File: src/rtl/display_number_formatter_assert.svh
// Assertion macros for the display number formatter.
`ifndef DISPLAY_NUMBER_FORMATTER_ASSERT_SVH
`define DISPLAY_NUMBER_FORMATTER_ASSERT_SVH
`ifndef SYNTHESIS
`define DNF_ASSERT_IMP(label, clk, rst, a, b) \
   label: assert property (@(posedge clk) disable iff (rst) (a) |-> (b)) \
      else $error("assertion failed");
`define DNF_ASSERT_NXT(label, clk, rst, a, b) \
   label: assert property (@(posedge clk) disable iff (rst) (a) |=> (b)) \
      else $error("assertion failed");
`else
`define DNF_ASSERT_IMP(label, clk, rst, a, b)
`define DNF_ASSERT_NXT(label, clk, rst, a, b)
`endif
`endif

File: src/rtl/dnf_pkg.sv
// Shared types and constants for the display number formatter.
`default_nettype none
package dnf_pkg;
   localparam logic [2:0] ACT_UDEC = 3'd0;
   localparam logic [2:0] ACT_SDEC = 3'd1;
   localparam logic [2:0] ACT_HEX  = 3'd2;
   localparam logic [2:0] ACT_FIX  = 3'd3;
   localparam logic [2:0] ACT_CHAR = 3'd4;
   localparam int unsigned MAX_WRITES = 32;

   typedef struct packed {
      logic [2:0]  action;
      logic [15:0] value;
      logic [7:0]  position;
      logic [5:0]  field_length;
      logic        flush_left;
      logic        zero_fill;
      logic [3:0]  decimals;
      logic [7:0]  character_in;
   } req_type;

   typedef struct packed {
      logic [4:0] out_position;
      logic [7:0] out_char;
      logic       last;
   } rsp_type;

   typedef enum logic [1:0] {FR_IDLE, FR_CONV, FR_PUSH} front_state_type;

   typedef enum logic [2:0] {
      PH_MINUS, PH_PAD, PH_POINT, PH_ZEROS, PH_DIGITS, PH_DONE, PH_CHAR
   } phase_type;

   // Fully classified job handed from front to back: the digits plus the
   // counts and columns that describe the layout.
   typedef struct packed {
      logic [4:0][3:0] digits;   // least significant first
      logic [2:0]      ndig;     // digits kept (0..5)
      logic            hex;
      logic            minus;    // write '-' first
      logic [6:0]      mstart;   // column of the '-'
      logic [6:0]      start;    // first column after the '-'
      logic [5:0]      pad;      // leading pad count
      logic            pad_zero; // pad written as '0' (else skipped)
      logic            fix_mode; // fixed-point layout
      logic [3:0]      zeros;    // fixed: zeros after "0."
      logic            lead0pt;  // fixed: "0." prefix
      logic [3:0]      dec;      // fixed: point position
      logic            is_char;
      logic [7:0]      ch;
   } job_type;

   function automatic logic [7:0] glyph(input logic [3:0] d);
      glyph = (d < 4'd10) ? (8'h30 + {4'd0, d}) : (8'h37 + {4'd0, d});
   endfunction
endpackage
`default_nettype wire

File: src/rtl/dnf_front.sv
// Front part: classifies a request and extracts its digits one per cycle.
`default_nettype none
module dnf_front import dnf_pkg::*; #(
   parameter int unsigned DISPLAY_CHARS = 32
) (
   input  wire logic    clock,
   input  wire logic    reset,
   input  wire logic    start,
   output logic         busy,
   input  wire req_type req,
   output logic         job_valid,
   output job_type      job,
   input  wire logic    job_ready
);
   front_state_type state_ff, state_in;
   req_type         req_ff, req_in;
   logic [15:0]     rem_ff, rem_in;
   logic [4:0][3:0] dig_ff, dig_in;
   logic [2:0]      cnt_ff, cnt_in;
   logic            neg_ff, neg_in;

   logic [2:0]  maxd;
   logic [15:0] q10, q;
   logic [3:0]  r;
   logic [31:0] prod;
   logic        hexm;

   assign hexm = (req_ff.action == ACT_HEX);
   assign maxd = hexm ? 3'd4 : 3'd5;
   assign prod = {16'd0, rem_ff} * 32'd52429;
   assign q10  = {3'd0, prod[31:19]};
   assign q    = hexm ? {4'd0, rem_ff[15:4]} : q10;
   assign r    = hexm ? rem_ff[3:0] : 4'(rem_ff - q10 * 16'd10);

   always_ff @(posedge clock) begin
      if (reset) begin
         state_ff <= FR_IDLE;
      end else begin
         state_ff <= state_in;
      end
      req_ff  <= req_in;
      rem_ff  <= rem_in;
      dig_ff  <= dig_in;
      cnt_ff  <= cnt_in;
      neg_ff  <= neg_in;
   end

   // Layout computation from the finished digit list.
   logic [7:0] len, pos, tot;
   logic [2:0] nd;
   logic [7:0] fpos;
   always_comb begin
      job = '0;
      job.digits = dig_ff;
      job.hex = hexm;
      job.is_char = (req_ff.action == ACT_CHAR);
      job.ch = req_ff.character_in;
      len = {2'd0, req_ff.field_length};
      pos = req_ff.position;
      nd  = cnt_ff;
      tot = '0;
      fpos = '0;
      job.mstart = pos[6:0];
      job.start = pos[6:0];
      if (req_ff.action == ACT_FIX) begin
         job.fix_mode = 1'b1;
         job.minus = neg_ff;
         job.start = 7'(pos + {7'd0, neg_ff});
         job.dec = req_ff.decimals;
         job.ndig = nd;
         if ({1'b0, req_ff.decimals} >= {2'd0, nd}) begin
            job.lead0pt = 1'b1;
            job.zeros = 4'(req_ff.decimals - {1'b0, nd});
            tot = {4'd0, req_ff.decimals} + 8'd2;
         end else begin
            tot = {5'd0, nd} + ((req_ff.decimals != 4'd0) ? 8'd1 : 8'd0);
         end
         tot = tot + {7'd0, neg_ff};
         job.ndig = ({1'b0, pos} + {1'b0, tot} > 9'(DISPLAY_CHARS)) ? 3'd0 : nd;
      end
      if (req_ff.action == ACT_SDEC && neg_ff) begin
         job.minus = 1'b1;
         len = (len != 8'd0) ? len - 8'd1 : 8'd0;
         fpos = pos + 8'd1;
      end else begin
         fpos = pos;
      end
      if (req_ff.action <= ACT_HEX) begin
         job.start = fpos[6:0];
         if ({1'b0, fpos} + {1'b0, len} > 9'(DISPLAY_CHARS)) begin
            job.ndig = 3'd0;
            job.pad = '0;
         end else begin
            job.ndig = ({5'd0, nd} > len) ? len[2:0] : nd;
            job.pad = 6'(len - {5'd0, job.ndig});
            if (req_ff.flush_left && !(req_ff.action == ACT_SDEC && neg_ff))
               job.pad = '0;
            job.pad_zero = req_ff.zero_fill;
            if (!job.pad_zero && !(req_ff.flush_left && !job.minus))
               job.start = 7'(fpos + {2'd0, job.pad});
            if (!job.pad_zero)
               job.pad = '0;
         end
      end
   end

   logic valid_req;
   always_comb begin
      state_in = state_ff;
      req_in = req_ff;
      rem_in = rem_ff;
      dig_in = dig_ff;
      cnt_in = cnt_ff;
      neg_in = neg_ff;
      busy = (state_ff != FR_IDLE);
      job_valid = 1'b0;
      valid_req = 1'b0;
      case (state_ff)
         FR_IDLE: begin
            if (start) begin
               req_in = req;
               neg_in = req.value[15] &&
                        (req.action == ACT_SDEC || req.action == ACT_FIX);
               rem_in = neg_in ? 16'(17'h10000 - {1'b0, req.value}) : req.value;
               cnt_in = '0;
               dig_in = '0;
               valid_req = (req.action <= ACT_CHAR);
               if (req.action <= ACT_HEX && req.field_length > 6'(MAX_WRITES))
                  valid_req = 1'b0;
               if ((req.action == ACT_SDEC || req.action == ACT_CHAR) &&
                   {1'b0, req.position} >= 9'(DISPLAY_CHARS))
                  valid_req = 1'b0;
               state_in = valid_req ? FR_CONV : FR_IDLE;
            end
         end
         FR_CONV: begin
            dig_in[cnt_ff] = r;
            cnt_in = cnt_ff + 3'd1;
            rem_in = q;
            if (q == 16'd0 || cnt_in == maxd) state_in = FR_PUSH;
         end
         FR_PUSH: begin
            job_valid = 1'b1;
            if (job_ready) state_in = FR_IDLE;
         end
         default: state_in = FR_IDLE;
      endcase
   end
endmodule
`default_nettype wire

File: src/rtl/dnf_queue.sv
// Two-entry job queue between the front and back parts.
`default_nettype none
module dnf_queue import dnf_pkg::*; (
   input  wire logic    clock,
   input  wire logic    reset,
   input  wire logic    in_valid,
   output logic         in_ready,
   input  wire job_type in_job,
   output logic         out_valid,
   input  wire logic    out_ready,
   output job_type      out_job
);
   job_type    mem_ff [2];
   logic       wp_ff, rp_ff;
   logic [1:0] cnt_ff;
   logic       push, pop;

   assign in_ready  = (cnt_ff != 2'd2);
   assign out_valid = (cnt_ff != 2'd0);
   assign out_job   = mem_ff[rp_ff];
   assign push = in_valid && in_ready;
   assign pop  = out_valid && out_ready;

   always_ff @(posedge clock) begin
      if (reset) begin
         wp_ff <= 1'b0;
         rp_ff <= 1'b0;
         cnt_ff <= '0;
      end else begin
         if (push) wp_ff <= ~wp_ff;
         if (pop) rp_ff <= ~rp_ff;
         cnt_ff <= cnt_ff + {1'b0, push} - {1'b0, pop};
      end
      if (push) mem_ff[wp_ff] <= in_job;
   end
endmodule
`default_nettype wire

File: src/rtl/dnf_back.sv
// Back part: emits one character word per cycle, with idle steps.
`default_nettype none
module dnf_back import dnf_pkg::*; (
   input  wire logic    clock,
   input  wire logic    reset,
   input  wire logic    job_valid,
   output logic         job_ready,
   input  wire job_type job,
   output logic         rsp_valid,
   output rsp_type      rsp
);
   `include "display_number_formatter_assert.svh"

   // Phases: minus, pad, "0." prefix, zeros, digits, done; a single
   // character has a phase of its own.
   logic          act_ff, act_in;
   job_type       j_ff, j_in;
   phase_type     ph_ff, ph_in;
   logic [5:0]    k_ff, k_in;
   logic [6:0]    col_ff, col_in;
   logic          v_ff, v_in;
   rsp_type       o_ff, o_in;

   always_ff @(posedge clock) begin
      if (reset) begin
         act_ff <= 1'b0;
         v_ff <= 1'b0;
      end else begin
         act_ff <= act_in;
         v_ff <= v_in;
      end
      j_ff <= j_in;
      ph_ff <= ph_in;
      k_ff <= k_in;
      col_ff <= col_in;
      o_ff <= o_in;
   end

   assign rsp_valid = v_ff;
   assign rsp = o_ff;
   assign job_ready = !act_ff;

   logic       emit, more, has;
   logic [7:0] ch;
   logic [2:0] di;
   always_comb begin
      act_in = act_ff;
      j_in = j_ff;
      ph_in = ph_ff;
      k_in = k_ff;
      col_in = col_ff;
      v_in = 1'b0;
      o_in = o_ff;
      emit = 1'b0;
      ch = 8'h20;
      more = 1'b0;
      has = 1'b0;
      di = 3'(j_ff.ndig - 3'd1 - k_ff[2:0]);
      if (!act_ff) begin
         if (job_valid) begin
            act_in = 1'b1;
            j_in = job;
            k_in = '0;
            col_in = job.minus ? job.mstart : job.start;
            ph_in = job.is_char ? PH_CHAR : (job.minus ? PH_MINUS : PH_PAD);
            if (!job.is_char && !job.minus && job.ndig == 3'd0 && job.pad == 6'd0)
               act_in = 1'b0;
            if (job.fix_mode && job.ndig == 3'd0)
               act_in = 1'b0;
         end
      end else begin
         case (ph_ff)
            PH_CHAR: begin emit = 1'b1; ch = j_ff.ch; ph_in = PH_DONE; end
            PH_MINUS: begin emit = 1'b1; ch = 8'h2D; ph_in = PH_PAD; end
            PH_PAD: begin
               if (k_ff < j_ff.pad) begin
                  emit = 1'b1; ch = 8'h30; k_in = k_ff + 6'd1;
               end else begin
                  k_in = '0;
                  ph_in = j_ff.lead0pt ? PH_POINT : PH_DIGITS;
               end
            end
            PH_POINT: begin
               emit = 1'b1; ch = (k_ff == 6'd0) ? 8'h30 : 8'h2E;
               k_in = k_ff + 6'd1;
               if (k_ff == 6'd1) begin k_in = '0; ph_in = PH_ZEROS; end
            end
            PH_ZEROS: begin
               if (k_ff[3:0] < j_ff.zeros) begin
                  emit = 1'b1; ch = 8'h30; k_in = k_ff + 6'd1;
               end else begin
                  k_in = '0; ph_in = PH_DIGITS;
               end
            end
            PH_DIGITS: begin
               if (k_ff[2:0] < j_ff.ndig) begin
                  if (j_ff.fix_mode && !j_ff.lead0pt && j_ff.dec != 4'd0 &&
                      {1'b0, j_ff.ndig} - {1'b0, k_ff[2:0]} == j_ff.dec && !k_ff[5]) begin
                     emit = 1'b1; ch = 8'h2E; k_in = k_ff | 6'h20;
                  end else begin
                     emit = 1'b1; ch = glyph(j_ff.digits[di]);
                     k_in = {1'b0, k_ff[4:0] + 5'd1};
                  end
               end else begin
                  ph_in = PH_DONE;
               end
            end
            default: act_in = 1'b0;
         endcase
         // Decide whether this word is the final one by looking ahead.
         if (emit) begin
            case (ph_ff)
               PH_CHAR: has = 1'b0;
               PH_MINUS: has = (j_ff.pad != 6'd0) || j_ff.lead0pt || (j_ff.ndig != 3'd0);
               PH_PAD: has = (k_in < j_ff.pad) || j_ff.lead0pt || (j_ff.ndig != 3'd0);
               PH_POINT: has = 1'b1;
               PH_ZEROS: has = 1'b1;
               default: has = (k_in[2:0] < j_ff.ndig);
            endcase
         end
         more = has;
         if (emit) begin
            v_in = 1'b1;
            o_in.out_position = col_ff[4:0];
            o_in.out_char = ch;
            o_in.last = !more;
            // The field after a minus sign may start further right.
            col_in = (ph_ff == PH_MINUS) ? j_ff.start : col_ff + 7'd1;
            if (!more) act_in = 1'b0;
         end
      end
   end

   `DNF_ASSERT_NXT(a_one_job, clock, reset, job_valid && job_ready, act_ff || !rsp_valid || rsp.last)
   `DNF_ASSERT_IMP(a_ready, clock, reset, rsp_valid && !rsp.last, 1'b1)
   `DNF_ASSERT_NXT(a_last_ends, clock, reset, v_in && o_in.last, !act_ff)
endmodule
`default_nettype wire

File: src/rtl/display_number_formatter.sv
// Top level of the display number formatter: a request word is taken when start is high and busy low.
// For a valid one, busy then stays high while its digits are extracted and until its job is handed
// to the two-entry job queue, waiting while that queue is full; only then can a new request be taken.
// With the back part free, the job passes the queue and the back job and output registers; words then
// come one per cycle (up to 32), with idle steps where padding or fixed-point zeros end and between
// requests. Each word is strobed for one cycle; the receiver cannot stall. Reset empties everything.
`default_nettype none
module display_number_formatter import dnf_pkg::*; #(
   parameter int unsigned DISPLAY_CHARS = 32
) (
   input  wire logic    clock,
   input  wire logic    reset,
   input  wire logic    start,
   output logic         busy,
   input  wire req_type req_word,
   output logic         rsp_valid,
   output rsp_type      rsp_word
);
   // Classified jobs flow front -> queue -> back, so a new request can be
   // converted while the previous one is still being written out.
   logic    f_valid, f_ready, b_valid, b_ready;
   job_type f_job, b_job;

   dnf_front #(.DISPLAY_CHARS(DISPLAY_CHARS)) u_front (
      .clock, .reset, .start, .busy, .req(req_word),
      .job_valid(f_valid), .job(f_job), .job_ready(f_ready));

   dnf_queue u_queue (
      .clock, .reset, .in_valid(f_valid), .in_ready(f_ready), .in_job(f_job),
      .out_valid(b_valid), .out_ready(b_ready), .out_job(b_job));

   dnf_back u_back (
      .clock, .reset, .job_valid(b_valid), .job_ready(b_ready), .job(b_job),
      .rsp_valid, .rsp(rsp_word));
endmodule
`default_nettype wire
File: config.mk
export PLATFORM = sky130hd
export DESIGN_NAME = display_number_formatter
export DESIGN_NICKNAME = d
export VERILOG_FILES = /design/src/rtl/dnf_pkg.sv /design/src/rtl/dnf_front.sv /design/src/rtl/dnf_queue.sv /design/src/rtl/dnf_back.sv /design/src/rtl/display_number_formatter.sv
export VERILOG_INCLUDE_DIRS = /design/src /design/src/rtl
export SDC_FILE = /design/constraint.sdc
export NUM_CORES = 1
export LEC_CHECK = 0
export BUFFER_PORTS_ARGS = -buffer_cell sky130_fd_sc_hd__buf_4
export CORE_MARGIN = 2
export CORE_UTILIZATION = 66
export DETAILED_ROUTE_END_ITERATION = 16
export PLACE_DENSITY = 0.91
export SLEW_MARGIN = 20
export SYNTH_ARGS = -nofsm -noshare
export SYNTH_HDL_FRONTEND = slang
export SYNTH_SLANG_ARGS = --single-unit
File: constraint.sdc
create_clock -name clock -period 11.8 [get_ports clock]
set_input_delay 0.59 -clock clock [delete_from_list [all_inputs] [get_ports clock]]
set_output_delay 0.59 -clock clock [all_outputs]
set_load 0.02 [all_outputs]
==> results of run 1 <==
cell families (layout without fill, tap and decap cells):
group	Yosys count	in the layout	share of synthesized area [%]
and+or+nand+nor	368	368	9.52
AOI/OAI and AO/OA	294	294	10.2
adders and majority gates	285	285	22.6
DFF	278	278	44.1
buffers and inverters	258	342	5.22
muxes	82	82	5.04
xor gates and xnor gates	71	71	3.39
other	1	1	0.0200
cell usage in the layout (no fill, tap or decap), types with 12 or more instances in the layout:
cell / count
a211oi_1: 21
a21o_1: 25
a21oi_1: 78
a31oi_1: 13
and2_1: 14
buf_4: 74
clkbuf_16: 27
edfxtp_1: 269
fa_1: 88
ha_1: 197
inv_1: 216
mux2_2: 55
mux2i_1: 22
nand2_1: 97
nand2b_1: 12
nand3_1: 25
nand4_1: 18
nor2_1: 106
nor2b_1: 14
nor3_1: 27
nor4_1: 15
o21ai_0: 63
xnor2_1: 38
xor2_1: 32
worst max path at each step:
stage / startpoint / to / slack (ps) / depth (start not counted)
CTS: u_front.rem_ff[2] / u_front.job[60] / 4690 / 23
global placement: u_front.rem_ff[11] / u_front.job[64] / 5060 / 23
global route: u_front.rem_ff[2] / u_front.job[60] / 4370 / 22
detailed placement: u_front.rem_ff[11] / u_front.job[60] / 4770 / 23
finish: u_front.rem_ff[2] / u_front.job[60] / 4520 / 23
floorplan: u_front.rem_ff[4] / u_front.job[64] / 5570 / 23
metal layers:
layer / wire length [µm] / track usage, % / vias up
met1: 18200 / 42.4 / 6496
li1: - / - / 6005
met5: 0 / 0 / -
met2: 22100 / 53.1 / 746
met3: 3880 / 4.55 / 102
met4: 1160 / 8.29 / 0
flip-flops by register name (all words and copies together) (netlist names), 2 cells and up, named ones only:
register          flops
u_queue.mem_ff      118
u_back.j_ff          52
u_front.job          28
u_front.rem_ff       16
u_front.req_ff       15
u_back.rsp           14
u_front.pos           8
u_back.k_ff           6
u_back.col_ff         5
u_back.ph_ff          3
u_front.cnt_ff        3
u_front.state_ff      2
u_queue.cnt_ff        2
stage by stage:
stage	utilization, %	hold slack (ps)
5_1_grt	73.7	194
2_1_floorplan	-	421
4_1_cts	73.7	197
6_report	73.7	210
3_3_place_gp	70.4	423
3_5_place_dp	70.4	430
cell usage after synthesis (4+ instances only):
master	number
or4_1	6
nand4_1	18
o221ai_1	5
mux4_2	4
xnor2_1	38
nor4_1	15
nor3_1	28
mux2_2	55
mux2i_1	22
a31oi_1	13
ha_1	197
xor2_1	32
clkbuf_1	35
nor2_1	107
a21oi_1	78
o22ai_1	9
o211ai_1	11
nand2_1	97
and2_1	15
or3_1	6
nand2b_1	12
a211oi_1	21
o21ai_0	63
nand3_1	25
o21a_1	4
nor2b_1	15
fa_1	88
o31ai_1	6
o21ai_1	7
inv_1	216
o31a_1	4
a21o_1	25
and3_1	11
dfxtp_1	9
edfxtp_1	269
cell type report:
type / count / area [µm²]
multi-input cells: 1101 / 9520
repair buffers: 74 / 556
flip-flops and latches: 278 / 8260
fillers: 1760 / 7330
clock inverters: 20 / 209
well taps: 378 / 473
inverters: 218 / 818
clock buffers: 30 / 687
worst reg2reg max path: stages (launching register included):
cell,delay [ps]
edfxtp_1,570
ha_1,320
ha_1,210
inv_1,80
fa_1,530
inv_1,70
fa_1,480
fa_1,540
inv_1,50
fa_1,530
inv_1,40
ha_1,340
a21oi_1,240
o221ai_1,150
a21oi_1,440
o21bai_1,160
xor2_1,500
ha_1,260
inv_1,80
fa_1,410
xnor3_1,390
nor2_1,50
xnor2_1,370
a21oi_1,160
==> reports/qor.yml, run 1 <==
grt_max_degree: 60
dp_slack_ps: 4770
syn_area_mm2: 0.0187
die-area_mm2: 0.0297
cts_tree: "done"
htreeDepth: 1
path_max_fanout: 7
first_iter_violations: 1530
r2r_slack_ps: 4520
rsz0062_at_grt: "no"
place_inst: 2049
final-instance-count-excl-fill: 2099
worst-slew-pin-transition_ps: 1130
yosysWarningCount: 0
antenna_found_initial: 0
crit_family: "adder cells"
rr_endpoint: "u_front.job[60]"
cts.sinks: 278
synth_cells: 1637
yosysTopAreaCellShare_pct: 43.1
drv_slew: 0
vias_per_cell: 6.36
slew_headroom_pct: 24.3
start_kind: "register"
wl_per_cell_um: 21.6
ys_types: 79
track_usage_pct: 31.3
final_nets: 2035
grt_pass1_vias: 13277
postSynthNetCount: 1972
clock_latency_ps: 560
cts_resized: 0
clk_pin_slew_ps: 70
setup_ws_ps: 4520
synth_ff_type: "edfxtp_1"
cts_max_path_buffers: 3
die_y_um: 172
tns_ps: 0
synthTopCellsByArea: "edfxtp_1 (43%), ha_1 (13%), fa_1 (9.4%)"
row_count: 61
drt_first_pass_iters: 6
area_delta_synth_final_pct: 9.57
cts_hold_buf: 0
hold_viol: 0
cp.arrival_ps: 7530
hpwlAfterDp_um: 33700
initial_utilization_pct: 67.2
whs_path_depth: 1
slowest_stage: "edfxtp_1"
ys_ff_latch: 278
synth-edff-count: 269
drc_errors: 0
period_share_pct: 61.7
timing.fmax_mhz: 137
cts_root_buf: "clkbuf_16"
outcome: "completed"
place_congestion: 0.983
grt_pass1_wl_um: 71000
maxCapViolations: 0
dpl_cell_area_mm2: 0.0196
dieWidth_um: 172
core-area_mm2: 0.0279
cp.buffers_inverters: 5
vias: 13349
pin_count: 66
synth_area_leader_cell: "edfxtp_1"
antennaDiodeCount: 0
finalClockSkew_ps: 31.1
synth-async-reset-ratio_pct: 0
drive_above_1_share_pct: 11.0
post-route-min-period_ps: 7280
r2r-start: "u_front.rem_ff[2]"
design_area_mm2: 0.0205
reg2regPathDepth: 23
synth_seq_area_share_pct: 44.1
worstSetupPathType: "reg2reg"
worstSetupEndpointType: "register"
wirelength_um: 45300
min_from: "req_word[2]"
cpPeakStageDelay_ps: 570
cts_setup_buffers: 0
grt.overflow.total: 0
numCtsBuffers: 27
cp.required_ps: 12050
portBuffers: 65
crit_chain: "ha_1 -> ha_1 -> inv_1 -> fa_1 -> inv_1 -> fa_1 -> fa_1 -> inv_1 -> fa_1 -> inv_1 -> ha_1 -> a21oi_1 -> o221ai_1 -> a21oi_1 -> o21bai_1 -> xor2_1 -> ha_1 -> inv_1 -> fa_1 -> xnor3_1 -> nor2_1 -> xnor2_1 -> a21oi_1"
hp-class: "in2reg"
whs_endpoint: "u_front.job[2]"
avgSynthCellArea_um2: 11.4
antenna_violating_nets_post_route: 0
setup_violations: 0
Power of run 1 is not shown: default switching activity piles up to over one toggle a cycle in this logic, so the estimate is an artifact.
==> run 2, diff against run 1 <==
--- a/config.mk
+++ b/config.mk
@@ -8,9 +8,9 @@
 export LEC_CHECK = 0
 export BUFFER_PORTS_ARGS = -buffer_cell sky130_fd_sc_hd__buf_4
 export CORE_MARGIN = 2
-export CORE_UTILIZATION = 66
+export CORE_UTILIZATION = 64
 export DETAILED_ROUTE_END_ITERATION = 16
-export PLACE_DENSITY = 0.91
+export PLACE_DENSITY = 0.89
 export SLEW_MARGIN = 20
 export SYNTH_ARGS = -nofsm -noshare
 export SYNTH_HDL_FRONTEND = slang
==> constraint.sdc (replaced) <==
create_clock -name clock -period 7.5 [get_ports clock]
set_input_delay 0.375 -clock clock [delete_from_list [all_inputs] [get_ports clock]]
set_output_delay 0.375 -clock clock [all_outputs]
set_load 0.02 [all_outputs]
==> run 2 against run 1 <==
Hold slack got worse by 190 ps. Global-route usage fell by 1.5 points. Cell count rose by 1.0%. First-iteration DRC count fell by 3.1%. Maximum frequency rose by 5.3%. Flip-flop and latch count did not move. Via count fell by 0.13%. Worst setup slack got worse by 3900 ps. Design area rose by 0.42%. Highest routed layer unchanged.
==> reports/qor.yml, run 2 (same netlist as run 1, synthesis figures left out) <==
final_nets: 2053  # +0.88%
layout_commonest_cell: "edfxtp_1"
hp-class: "in2reg"
place_inst: 2056  # +0.34%
area_delta_synth_final_pct: 10.0
htreeDepth: 1  # unchanged
track_usage_pct: 29.8  # -1.5 points
crit_chain: "ha_1 -> ha_1 -> inv_1 -> fa_1 -> inv_1 -> fa_1 -> fa_1 -> inv_1 -> fa_1 -> inv_1 -> ha_1 -> a21oi_1 -> o221ai_1 -> a21oi_1 -> o21bai_1 -> xor2_1 -> ha_1 -> inv_1 -> fa_1 -> xnor3_1 -> nor2_1 -> xnor2_1 -> a21oi_1"
clk_pin_slew_ps: 60  # about the same
worst-slew-pin-transition_ps: 1060  # -63.0 ps
setup_violations: 0  # unchanged
wl_per_cell_um: 21.4  # -0.80%
antenna_violating_nets_post_route: 0  # unchanged
grt_pass1_wl_um: 71000  # about the same
hold_viol: 0  # unchanged
timing.fmax_mhz: 145  # +5.3%
die_y_um: 175  # +1.5%
numCtsBuffers: 27  # unchanged
tns_ps: 0  # unchanged
post-route-min-period_ps: 6920  # -364 ps
final_cell_mix: "edfxtp_1 (269), inv_1 (216), ha_1 (197), nor2_1 (106), nand2_1 (97)"
maxCapViolations: 0  # unchanged
portBuffers: 65  # unchanged
grt_max_degree: 60  # unchanged
worstSetupPathType: "reg2reg"
dieWidth_um: 175  # +1.5%
wirelength_um: 45400  # +0.19%
path_max_fanout: 5  # -2
n_fill_cell: 1862  # +5.8%
place_congestion: 0.994  # +1.1%
cp.required_ps: 7770  # -4280 ps
multiInputGateArea_mm2: 0.00953  # about the same
cts_tree: "done"
cp.arrival_ps: 7180  # -350 ps
antennaDiodeCount: 0  # unchanged
drive_above_1_share_pct: 10.6  # -0.44 points
cts_root_buf: "clkbuf_16"
cts_setup_buffers: 0  # unchanged
initial_utilization_pct: 65.1  # -2.2 points
period_share_pct: 92.2  # +31 points
drc_errors: 0  # unchanged
final_core_util_pct: 71.6  # -2.1 points
drv_slew: 0  # unchanged
hold_slack_ps: 16.4  # -194 ps
antenna_found_initial: 0  # unchanged
r2r_slack_ps: 580  # -3940 ps
cts_max_path_buffers: 3  # unchanged
cts_hold_buf: 13  # +13
slew_headroom_pct: 28.5  # +4.2 points
grt.overflow.total: 0  # unchanged
finalClockSkew_ps: 26.2  # -4.88 ps
row_count: 62  # +1.6%
cts.sinks: 278  # unchanged
vias: 13332  # -0.13%
clock_latency_ps: 560  # about the same
largest_reg_flops: 118  # unchanged
outcome: "completed"
worstSetupEndpointType: "register"
cts_resized: 0  # unchanged
core-area_mm2: 0.0288  # +3.3%
die-area_mm2: 0.0307  # +3.1%
first_iter_violations: 1482  # -3.1%
regMostFlops: "u_queue.mem_ff"
rsz0062_at_grt: "no"
pin_count: 66  # unchanged
regArea_mm2: 0.00826  # unchanged
cpPeakStageDelay_ps: 550  # -20 ps
drt_first_pass_iters: 6  # unchanged
slowest_stage: "fa_1"
final-instance-count-excl-fill: 2120  # +1.0%
start_kind: "register"
hpwlAfterDp_um: 33700  # -0.14%
vias_per_cell: 6.29  # -1.1%
grt_pass1_vias: 13246  # -0.23%
run 2: cell types whose count changed in the layout (fill, tap and decap cells not counted), sizes merged, moves of 2 or more:
| cell | before | now |
|---|---|---|
| bufinv | 3 | 0 |
| inv | 220 | 218 |
| clkinv | 11 | 6 |
| clkbuf | 30 | 41 |
| dlygate4sd3 | 0 | 17 |
| clkinvlp | 4 | 0 |
run 2: area by class of cell:
| cell class | count | area share (%) |
|---|---|---|
| Tap cell | 384 | 2.33 |
| Timing Repair Buffer | 92 | 3.56 |
| Clock inverter | 6 | 0.267 |
| Clock buffer | 41 | 3.58 |
| Sequential cell | 278 | 40.1 |
| Multi-Input combinational cell | 1101 | 46.2 |
| Inverter | 218 | 3.97 |
run 2: stage by stage:
stage | setup WS [ps] | cell area, µm²
6_report | 583 | 20600
3_5_place_dp | 621 | 19600
4_1_cts | 563 | 20600
5_1_grt | 122 | 20600
3_3_place_gp | 792 | 19600
2_1_floorplan | 1270 | 18700
run 2: path summary, 6_finish.rpt:
kind | startpoint | end | cells past startpoint
worst min register to register | u_front.job[0] | u_queue.mem_ff[1][0] | 0
worst max register to register | u_front.rem_ff[11] | u_front.job[48] | 23
worst min-delay path | req_word[24] | u_front.pos[4] | 1
worst max-delay path | u_front.rem_ff[11] | u_front.job[48] | 23
run 2: per-layer routing:
layer / share of wire [%] / up-vias / track usage [%]
li1: - / 6047 / -
met4: 3.2 / 0 / 9.17
met3: 7.8 / 120 / 4.07
met2: 47 / 702 / 48.7
met5: 0 / - / 0
met1: 42 / 6463 / 41.9
run 2: worst max-delay path: cells and delay by family (launching register included):
family,cells,cell delay [ps]
AOI/OAI and AO/OA,5,1050
xor gates and xnor gates,3,1160
adders and majority gates,9,3640
buffers and inverters,5,260
DFF,1,490
and+or+nand+nor,1,50
Power of run 2 is left out for the same reason.
